**src/rtl/core/cai_pkg.sv**
```systemverilog
// Package for the CoM admittance integrator: item structs, op codes,
// register map and fixed-point constants. No dependencies.
package cai_pkg;

  localparam int unsigned AXES      = 3;
  localparam int unsigned DATA_W    = 32;
  localparam int unsigned DT_W      = 16;
  localparam int unsigned FRAC_BITS = 16;
  localparam int unsigned DT_FRAC   = 16;
  localparam int unsigned PADDR_W   = 4;
  localparam int unsigned DT_RESET  = 66;

  typedef enum logic [1:0] {
    OP_STEP    = 2'd0,
    OP_SET_POS = 2'd1,
    OP_SET_VEL = 2'd2,
    OP_INIT    = 2'd3
  } op_e;

  typedef enum logic [1:0] {
    REG_GAIN_X    = 2'd0,
    REG_GAIN_Y    = 2'd1,
    REG_GAIN_Z    = 2'd2,
    REG_TIME_STEP = 2'd3
  } reg_e;

  typedef struct packed {
    op_e                      op;
    logic [1:0]               axis;
    logic signed [DATA_W-1:0] zmp_meas;
    logic signed [DATA_W-1:0] zmp_target;
    logic signed [DATA_W-1:0] accel_target;
    logic signed [DATA_W-1:0] load_value;
  } in_item_t;

  typedef struct packed {
    logic [1:0]               out_axis;
    logic                     valid_res;
    logic signed [DATA_W-1:0] accel_ref;
    logic signed [DATA_W-1:0] pos_ref;
    logic signed [DATA_W-1:0] vel_ref;
  } out_item_t;

endpackage

```
**src/rtl/core/com_admittance_integrator_top.sv**
```systemverilog
// CoM admittance integrator: per-axis ZMP admittance and double integrator.
// Depends on cai_pkg. Shares one radix-16 digit-serial multiplier.
//
// Usage:
//   Input beats (in_valid_i/in_ready_o, in_data_i) carry step, set position,
//   set velocity or init items; each gives one output beat
//   (out_valid_o/out_ready_i, out_data_o).
//   Gains and time step sit on an APB port (byte addr 4*index), pready
//   always high; write them only while the block is idle.
//   A step item runs through the shared multiplier, one 4-bit digit per
//   cycle: 8 digits for gain times ZMP error, then 4 each for vel*dt,
//   accel*dt and (accel*dt)*dt, with rounding and summing states between.
//   No new item is taken until the result is in the output register.
//   Set and init items go straight from idle to the output state.
//   Reset clears state, gains to 0, time step to 66, block not initialized.
//   A stalled receiver holds the output register; one more item is accepted
//   and worked off, then the block waits with its result until the
//   register frees.
module com_admittance_integrator_top (
  input  logic                        clk_i,
  input  logic                        rst_ni,
  input  logic                        in_valid_i,
  output logic                        in_ready_o,
  input  cai_pkg::in_item_t           in_data_i,
  output logic                        out_valid_o,
  input  logic                        out_ready_i,
  output cai_pkg::out_item_t          out_data_o,
  input  logic                        psel,
  input  logic                        penable,
  input  logic                        pwrite,
  input  logic [cai_pkg::PADDR_W-1:0] paddr,
  input  logic [31:0]                 pwdata,
  output logic [31:0]                 prdata,
  output logic                        pready
);

  localparam logic [3:0] S_IDLE   = 4'd0;
  localparam logic [3:0] S_G_MUL  = 4'd1;
  localparam logic [3:0] S_G_RND  = 4'd2;
  localparam logic [3:0] S_ACCEL  = 4'd3;
  localparam logic [3:0] S_V_MUL  = 4'd4;
  localparam logic [3:0] S_V_RND  = 4'd5;
  localparam logic [3:0] S_A_MUL  = 4'd6;
  localparam logic [3:0] S_A_RND  = 4'd7;
  localparam logic [3:0] S_A2_MUL = 4'd8;
  localparam logic [3:0] S_A2_RND = 4'd9;
  localparam logic [3:0] S_SUM    = 4'd10;
  localparam logic [3:0] S_OUT    = 4'd11;

  localparam int unsigned ACC_W = 66;
  localparam int unsigned T_W   = ACC_W - cai_pkg::FRAC_BITS;

  function automatic logic signed [31:0] sat32(input logic signed [50:0] v);
    logic signed [31:0] r;
    if (v[50:31] == {20{v[50]}}) begin
      r = v[31:0];
    end else if (v[50]) begin
      r = 32'sh8000_0000;
    end else begin
      r = 32'sh7FFF_FFFF;
    end
    return r;
  endfunction

  // configuration
  logic signed [31:0]       gain_q [3];
  logic [cai_pkg::DT_W-1:0] dt_q;
  logic                     cfg_we;
  logic [1:0]               cfg_idx;

  assign pready  = 1'b1;
  assign cfg_we  = psel && penable && pwrite;
  assign cfg_idx = paddr[3:2];

  always_ff @(posedge clk_i or negedge rst_ni) begin
    if (!rst_ni) begin
      gain_q[0] <= '0;
      gain_q[1] <= '0;
      gain_q[2] <= '0;
      dt_q      <= cai_pkg::DT_W'(cai_pkg::DT_RESET);
    end else if (cfg_we) begin
      unique case (cai_pkg::reg_e'(cfg_idx))
        cai_pkg::REG_GAIN_X:    gain_q[0] <= pwdata;
        cai_pkg::REG_GAIN_Y:    gain_q[1] <= pwdata;
        cai_pkg::REG_GAIN_Z:    gain_q[2] <= pwdata;
        cai_pkg::REG_TIME_STEP: dt_q      <= pwdata[cai_pkg::DT_W-1:0];
        default: ;
      endcase
    end
  end

  always_comb begin
    unique case (cai_pkg::reg_e'(cfg_idx))
      cai_pkg::REG_GAIN_X:    prdata = gain_q[0];
      cai_pkg::REG_GAIN_Y:    prdata = gain_q[1];
      cai_pkg::REG_GAIN_Z:    prdata = gain_q[2];
      cai_pkg::REG_TIME_STEP: prdata = {{(32-cai_pkg::DT_W){1'b0}}, dt_q};
      default:                prdata = '0;
    endcase
  end

  // control and state
  logic [3:0]         state_q, state_d;
  cai_pkg::in_item_t  item_q;
  logic               step_q;
  logic               have_q;
  logic               init_q;
  logic signed [31:0] pos_q [cai_pkg::AXES];
  logic signed [31:0] vel_q [cai_pkg::AXES];

  logic               in_fire;
  logic               in_have;
  logic               out_free;
  logic signed [31:0] pos_cur, vel_cur;
  logic signed [32:0] diff;

  assign in_ready_o = (state_q == S_IDLE);
  assign in_fire    = in_valid_i && in_ready_o;
  assign in_have    = in_data_i.axis < 2'(cai_pkg::AXES);
  assign out_free   = !out_valid_o || out_ready_i;
  assign pos_cur    = pos_q[item_q.axis];
  assign vel_cur    = vel_q[item_q.axis];
  assign diff       = 33'(in_data_i.zmp_meas) - 33'(in_data_i.zmp_target);

  // digit-serial multiplier, MSB digit first
  logic signed [47:0]      a_q, a_d;
  logic [31:0]             b_q, b_d;
  logic                    bsgn_q, bsgn_d;
  logic                    first_q, first_d;
  logic [3:0]              cnt_q, cnt_d;
  logic signed [ACC_W-1:0] acc_q, acc_d;
  logic signed [4:0]       dig;
  logic signed [52:0]      pp;
  logic signed [ACC_W-1:0] mac;
  logic signed [ACC_W-1:0] rnd_g, rnd_dt, rnd_dt2;

  assign dig = {(first_q && bsgn_q) ? b_q[31] : 1'b0, b_q[31:28]};
  assign pp  = a_q * dig;
  assign mac = (acc_q <<< 4) + ACC_W'(pp);

  assign rnd_g   = (acc_q + (ACC_W'(1) <<< (cai_pkg::FRAC_BITS - 1)))
                   >>> cai_pkg::FRAC_BITS;
  assign rnd_dt  = (acc_q + (ACC_W'(1) <<< (cai_pkg::DT_FRAC - 1)))
                   >>> cai_pkg::DT_FRAC;
  assign rnd_dt2 = (acc_q + (ACC_W'(1) <<< (2 * cai_pkg::DT_FRAC)))
                   >>> (2 * cai_pkg::DT_FRAC + 1);

  // datapath registers
  logic signed [T_W-1:0] t_q, t_d;
  logic signed [31:0]    accel_q, accel_d;
  logic signed [33:0]    vdt_q, vdt_d, adt_q, adt_d, a2_q, a2_d;
  logic signed [31:0]    np_q, np_d, nv_q, nv_d;
  logic signed [50:0]    accel_sum;
  logic signed [35:0]    np_sum, nv_sum;

  assign accel_sum = 51'(item_q.accel_target) + 51'(t_q);
  assign np_sum    = 36'(pos_cur) + 36'(vdt_q) + 36'(a2_q);
  assign nv_sum    = 36'(vel_cur) + 36'(adt_q);

  always_comb begin
    state_d = state_q;
    a_d     = a_q;
    b_d     = b_q;
    bsgn_d  = bsgn_q;
    first_d = first_q;
    cnt_d   = cnt_q;
    acc_d   = acc_q;
    t_d     = t_q;
    accel_d = accel_q;
    vdt_d   = vdt_q;
    adt_d   = adt_q;
    a2_d    = a2_q;
    np_d    = np_q;
    nv_d    = nv_q;
    unique case (state_q)
      S_IDLE: begin
        if (in_fire) begin
          if (in_data_i.op == cai_pkg::OP_STEP && in_have && init_q) begin
            a_d     = 48'(diff);
            b_d     = gain_q[in_data_i.axis];
            bsgn_d  = 1'b1;
            first_d = 1'b1;
            cnt_d   = 4'd8;
            acc_d   = '0;
            state_d = S_G_MUL;
          end else begin
            state_d = S_OUT;
          end
        end
      end
      S_G_MUL, S_V_MUL, S_A_MUL, S_A2_MUL: begin
        acc_d   = mac;
        b_d     = b_q << 4;
        first_d = 1'b0;
        cnt_d   = cnt_q - 4'd1;
        if (cnt_q == 4'd1) begin
          state_d = state_q + 4'd1;
        end
      end
      S_G_RND: begin
        t_d     = rnd_g[T_W-1:0];
        state_d = S_ACCEL;
      end
      S_ACCEL: begin
        accel_d = sat32(accel_sum);
        a_d     = 48'(vel_cur);
        b_d     = {dt_q, 16'h0};
        bsgn_d  = 1'b0;
        first_d = 1'b1;
        cnt_d   = 4'd4;
        acc_d   = '0;
        state_d = S_V_MUL;
      end
      S_V_RND: begin
        vdt_d   = rnd_dt[33:0];
        a_d     = 48'(accel_q);
        b_d     = {dt_q, 16'h0};
        first_d = 1'b1;
        cnt_d   = 4'd4;
        acc_d   = '0;
        state_d = S_A_MUL;
      end
      S_A_RND: begin
        adt_d   = rnd_dt[33:0];
        a_d     = acc_q[47:0];
        b_d     = {dt_q, 16'h0};
        first_d = 1'b1;
        cnt_d   = 4'd4;
        acc_d   = '0;
        state_d = S_A2_MUL;
      end
      S_A2_RND: begin
        a2_d    = rnd_dt2[33:0];
        state_d = S_SUM;
      end
      S_SUM: begin
        np_d    = sat32(51'(np_sum));
        nv_d    = sat32(51'(nv_sum));
        state_d = S_OUT;
      end
      S_OUT: begin
        if (out_free) begin
          state_d = S_IDLE;
        end
      end
      default: state_d = S_IDLE;
    endcase
  end

  always_ff @(posedge clk_i or negedge rst_ni) begin
    if (!rst_ni) begin
      state_q <= S_IDLE;
    end else begin
      state_q <= state_d;
    end
  end

  always_ff @(posedge clk_i) begin
    a_q     <= a_d;
    b_q     <= b_d;
    bsgn_q  <= bsgn_d;
    first_q <= first_d;
    cnt_q   <= cnt_d;
    acc_q   <= acc_d;
    t_q     <= t_d;
    accel_q <= accel_d;
    vdt_q   <= vdt_d;
    adt_q   <= adt_d;
    a2_q    <= a2_d;
    np_q    <= np_d;
    nv_q    <= nv_d;
    if (in_fire) begin
      item_q <= in_data_i;
      have_q <= in_have;
      step_q <= in_data_i.op == cai_pkg::OP_STEP && in_have && init_q;
    end
  end

  // axis state and output register
  logic               out_valid_q;
  cai_pkg::out_item_t out_q;
  logic               commit;

  assign commit      = (state_q == S_OUT) && out_free;
  assign out_valid_o = out_valid_q;
  assign out_data_o  = out_q;

  always_ff @(posedge clk_i or negedge rst_ni) begin
    if (!rst_ni) begin
      init_q <= 1'b0;
      for (int i = 0; i < int'(cai_pkg::AXES); i++) begin
        pos_q[i] <= '0;
        vel_q[i] <= '0;
      end
    end else if (commit) begin
      if (item_q.op == cai_pkg::OP_INIT) begin
        init_q <= 1'b1;
        for (int i = 0; i < int'(cai_pkg::AXES); i++) begin
          pos_q[i] <= '0;
          vel_q[i] <= '0;
        end
      end else if (have_q && item_q.op == cai_pkg::OP_SET_POS) begin
        pos_q[item_q.axis] <= item_q.load_value;
      end else if (have_q && item_q.op == cai_pkg::OP_SET_VEL) begin
        vel_q[item_q.axis] <= item_q.load_value;
      end else if (step_q) begin
        pos_q[item_q.axis] <= np_q;
        vel_q[item_q.axis] <= nv_q;
      end
    end
  end

  always_ff @(posedge clk_i or negedge rst_ni) begin
    if (!rst_ni) begin
      out_valid_q <= 1'b0;
    end else if (commit) begin
      out_valid_q <= 1'b1;
    end else if (out_ready_i) begin
      out_valid_q <= 1'b0;
    end
  end

  always_ff @(posedge clk_i) begin
    if (commit) begin
      out_q.out_axis  <= item_q.axis;
      out_q.valid_res <= step_q;
      out_q.accel_ref <= step_q ? accel_q : '0;
      if (!have_q || item_q.op == cai_pkg::OP_INIT) begin
        out_q.pos_ref <= '0;
        out_q.vel_ref <= '0;
      end else if (item_q.op == cai_pkg::OP_SET_POS) begin
        out_q.pos_ref <= item_q.load_value;
        out_q.vel_ref <= vel_cur;
      end else if (item_q.op == cai_pkg::OP_SET_VEL) begin
        out_q.pos_ref <= pos_cur;
        out_q.vel_ref <= item_q.load_value;
      end else if (step_q) begin
        out_q.pos_ref <= np_q;
        out_q.vel_ref <= nv_q;
      end else begin
        out_q.pos_ref <= pos_cur;
        out_q.vel_ref <= vel_cur;
      end
    end
  end

endmodule

```
**config.mk**
```make
export PLATFORM = sky130hd
export DESIGN_NAME = com_admittance_integrator_top
export DESIGN_NICKNAME = d
export VERILOG_FILES = /design/src/rtl/core/cai_pkg.sv /design/src/rtl/core/com_admittance_integrator_top.sv
export SDC_FILE = /design/constraint.sdc
export NUM_CORES = 2
export LEC_CHECK = 0
export ABC_AREA = 1
export ABC_CLOCK_PERIOD_IN_PS = 13000
export BUFFER_PORTS_ARGS = -buffer_cell sky130_fd_sc_hd__buf_2
export CORE_ASPECT_RATIO = 0.8
export CORE_MARGIN = 3
export CORE_UTILIZATION = 44
export CTS_CLUSTER_DIAMETER = 30
export DETAILED_ROUTE_END_ITERATION = 8
export PLACE_DENSITY_LB_ADDON = 0.08
export SYNTH_ARGS = -nofsm -noshare
export SYNTH_HDL_FRONTEND = slang
export SYNTH_SLANG_ARGS = --single-unit
```
**constraint.sdc**
```tcl
create_clock -name clk_i -period 13 [get_ports clk_i]
set_input_delay 2.6 -clock clk_i [delete_from_list [all_inputs] [get_ports clk_i]]
set_output_delay 2.6 -clock clk_i [all_outputs]
set_load 0.02 [all_outputs]
```
==> flow_metrics.env <==
export IMPL_outcome="finished clean"
export IMPL_drive_gt1_share_pct=10.4
export IMPL_yosysSeqAreaShare_pct=39.3
export IMPL_tns_ns=0
export IMPL_skew_ns=0.0471
export IMPL_arrival_ns=8.00
export IMPL_numClockSinks=878
export IMPL_rows=123
export IMPL_io_buffers=305
export IMPL_routed_wl_um=227000
export IMPL_cpMaxStageDelayCell="clkinv_2"
export IMPL_setup_viol=0
export IMPL_ctsHoldBuffers=0
export IMPL_cts_buffers=206
export IMPL_vias=56200
export IMPL_dieHeight_um=345
export IMPL_die_w_um=430
export IMPL_synth_nets=8546
export IMPL_antenna_cells=0
export IMPL_period_minus_slack_ns=7.51
export IMPL_fin_crit_sh_pct=57.7
export IMPL_clk_latency_ns=0.84
export IMPL_cp_max_fo=74
export IMPL_synth_top_area_share_pct=27.0
export IMPL_pre_cts_ws_ns=5.63
export IMPL_area_growth_syn_to_layout_pct=17.1
export IMPL_clock_path_buffers=3
export IMPL_synth_area_per_cell_um2=8.08
export IMPL_avgViaCountPerCell=5.54
export IMPL_initial_core_util_pct=44.6
export IMPL_num_fill_cells=13500
export IMPL_ys_types=67
export IMPL_core_area_um2=142000
export IMPL_grt_setup_unrepaired="no"
export IMPL_worst_path_largest_cell_delay_ns=0.95
export IMPL_hold_viol_final=0
export IMPL_nets=8817
export IMPL_crit_chain="nor2_4 -> clkinv_2 -> buf_4 -> o221ai_1 -> ha_1 -> inv_1 -> fa_1 -> o21ai_2 -> a21oi_1 -> o21ai_2 -> nand2_1 -> nand2_1 -> nand2_1 -> nand2_1 -> nand2_1 -> nand2_1 -> nand3_1 -> nand2_1 -> nand2_1 -> nand2_1 -> o21ai_0"
export IMPL_cts_tree="done"
export IMPL_seq_area_um2=24800
export IMPL_first_pass_iters=6
export IMPL_root_buffer="clkbuf_16"
export IMPL_worstSetupPathType="reg -> reg"
export IMPL_antenna_left=0
export IMPL_max_slew_margin_pct=18.1
export IMPL_multi_input_area_um2=32300
export IMPL_cp_top_family="simple AND/OR/NAND/NOR gates"
export IMPL_cts_setup_buffers=0
export IMPL_htree_num_levels=4
export IMPL_ys_seq_elements=878
export IMPL_cp_required_ns=13.49
export IMPL_yosys_warnings=0
export IMPL_drc=0
export IMPL_end_kind="flip-flop"
export IMPL_synth_area_leader_cell="edfxtp_1"
export IMPL_drv_slew=0
export IMPL_crit_buf_inv=3
export IMPL_grt_usage_pct=30.1
export IMPL_worst_slack_ns=5.49
export IMPL_synth_ff_type="edfxtp_1"
export IMPL_hp_class="reg -> reg"
export IMPL_synthCells=7810
export IMPL_cp_start_kind="flip-flop"
export IMPL_fmax_mhz=133
export IMPL_clk_pin_slew_ns=0.05
export IMPL_cts_resized=0
export IMPL_drv_cap=0
export IMPL_async_reset_ff_share_pct=35.3
export IMPL_path_common_cell="nand2_1"
export IMPL_antenna_found_initial=8
export IMPL_grt_pass1_vias=53400
export IMPL_drt_iter0_drc=5361
export IMPL_syn_area_um2=63100
export IMPL_worst_slew_pin_slew_ns=1.22
export IMPL_synthTopCellsByArea="edfxtp_1 (27%), dfrtp_1 (12%), nand2_1 (9.4%), fa_1 (8.6%), inv_1 (7.7%)"
export IMPL_grt_ovfl_total=0
export IMPL_gp_congestion=1.03
export IMPL_grt_pass1_wl_um=338000
export IMPL_dieArea_um2=148000
export IMPL_dp_hpwl_um=168000
export IMPL_grt_max_degree=99
export IMPL_pin_count=309
export IMPL_avgRoutedWirePerCell_um=22.4
export IMPL_synth_edff_count=568
[cell usage after synthesis (all sizes together) (4+ instances only)]
library cell  number
or2                9
and3               6
a21o              27
nand2           1578
xor2             126
a31oi             36
nand3b            10
nor3              59
edfxtp           568
fa               271
and2               4
o21a              22
dfrtp            308
nand3            296
buf               75
a21oi            507
a211oi            37
o21bai            22
mux2              11
o221ai            19
ha               290
xnor2             48
clkbuf           258
o22ai             35
o21ai            907
inv             1300
nor2             630
nor4              20
o211ai            17
nand4            164
a221o              6
a21boi             5
a221oi            38
a22o              15
nor3b              4
o2111ai           24
a22oi             37
[routing by layer]
| metal | GRT usage [%] | part of all wire, % | vias to the layer above |
|---|---|---|---|
| met5 | 0 | 0.018 | - |
| met4 | 13.2 | 4.4 | 6 |
| met3 | 5.05 | 7.6 | 425 |
| met2 | 45.9 | 44 | 2301 |
| met1 | 42.4 | 44 | 27000 |
| li1 | - | - | 26500 |
[flip-flops by register name (all words and copies together) (netlist names), 4 cells and up]
name,count
item_q,68
np_q,32
cnt_q,4
a2_q,33
nv_q,32
gain_q,96
t_q,50
state_q,4
a_q,48
b_q,32
acc_q,66
dt_q,16
out_data_o,99
vel_q,96
accel_q,32
adt_q,34
pos_q,96
vdt_q,34
[worst paths after layout]
check	from	to	slack, ns	cells past startpoint
max	item_q[128]	nv_q[3]	5.49	21
min	gain_q[88]	gain_q[88]	0.48	2
max reg2reg	item_q[128]	nv_q[3]	5.49	21
min reg2reg	gain_q[88]	gain_q[88]	0.48	2
max in group asynchronous	rst_ni	gain_q[29]	8.93	3
min in group asynchronous	rst_ni	pos_q[91]	1.79	1
[through the flow]
| stage | hold slack, ns | std cells | utilization, % | area (um^2) |
|---|---|---|---|---|
| 2_1_floorplan | 0.424 | 7810 | - | 63100 |
| 3_3_place_gp | 0.469 | 9748 | 47.0 | 66500 |
| 3_5_place_dp | 0.474 | 9748 | 47.0 | 66500 |
| 4_1_cts | 0.485 | 10100 | 52.2 | 74000 |
| 5_1_grt | 0.516 | 10100 | 52.2 | 74000 |
| 6_report | 0.480 | 10100 | 52.2 | 74000 |
[cell families (layout without fill, tap and decap cells)]
family | count (synthesis) | after routing | synth area share (%)
flops | 878 | 878 | 39.3
compound gates | 1769 | 1769 | 15.6
xor+xnor | 174 | 174 | 2.43
buf+inv | 1634 | 2089 | 9.89
mux | 11 | 11 | 0.196
fa+ha+maj | 561 | 561 | 14.3
simple gates | 2782 | 2782 | 18.3
other cells | 1 | 1 | 0.00594
[cell type report]
class / count / share of cell area [%]
multi-input cells: 5298 / 43.6
flip-flops and latches: 878 / 33.6
clock buffers: 236 / 7.37
inverters: 1301 / 6.61
well taps: 1875 / 3.17
repair buffers: 396 / 3.00
clock inverters: 156 / 2.67
[worst register-to-register path, stage by stage, from the launching register on]
cell      delay, ns
edfxtp_1       0.49
nor2_4         0.58
clkinv_2       0.98
buf_4          0.74
o221ai_1       0.61
ha_1           0.28
inv_1          0.09
fa_1           0.48
o21ai_2        0.22
a21oi_1        0.14
o21ai_2        0.20
nand2_1        0.07
nand2_1        0.16
nand2_1        0.11
nand2_1        0.07
nand2_1        0.04
nand2_1        0.07
nand3_1        0.08
nand2_1        0.10
nand2_1        0.46
nand2_1        0.81
o21ai_0        0.39
[placed cells by master (no fill, tap or decap), drive strengths merged, types with 11 or more instances in the layout]
cell	n
o2111ai	24
fa	271
buf	396
a31oi	36
ha	290
xor2	126
o211ai	17
xnor2	48
clkinv	78
a22o	15
mux2	11
edfxtp	568
o21ai	907
o22ai	35
bufinv	31
nor3	59
nand2	1578
clkinvlp	24
o21bai	22
nand3	296
inv	1324
dfrtp	308
a21o	27
nand4	164
a211oi	37
nor2	630
a22oi	37
clkbuf	236
a221oi	38
o21a	22
o221ai	19
nor4	20
a21oi	507
Power is left out: the tool's default activity adds up to more than one toggle a clock period on the data nets, which glitch-free logic cannot reach.
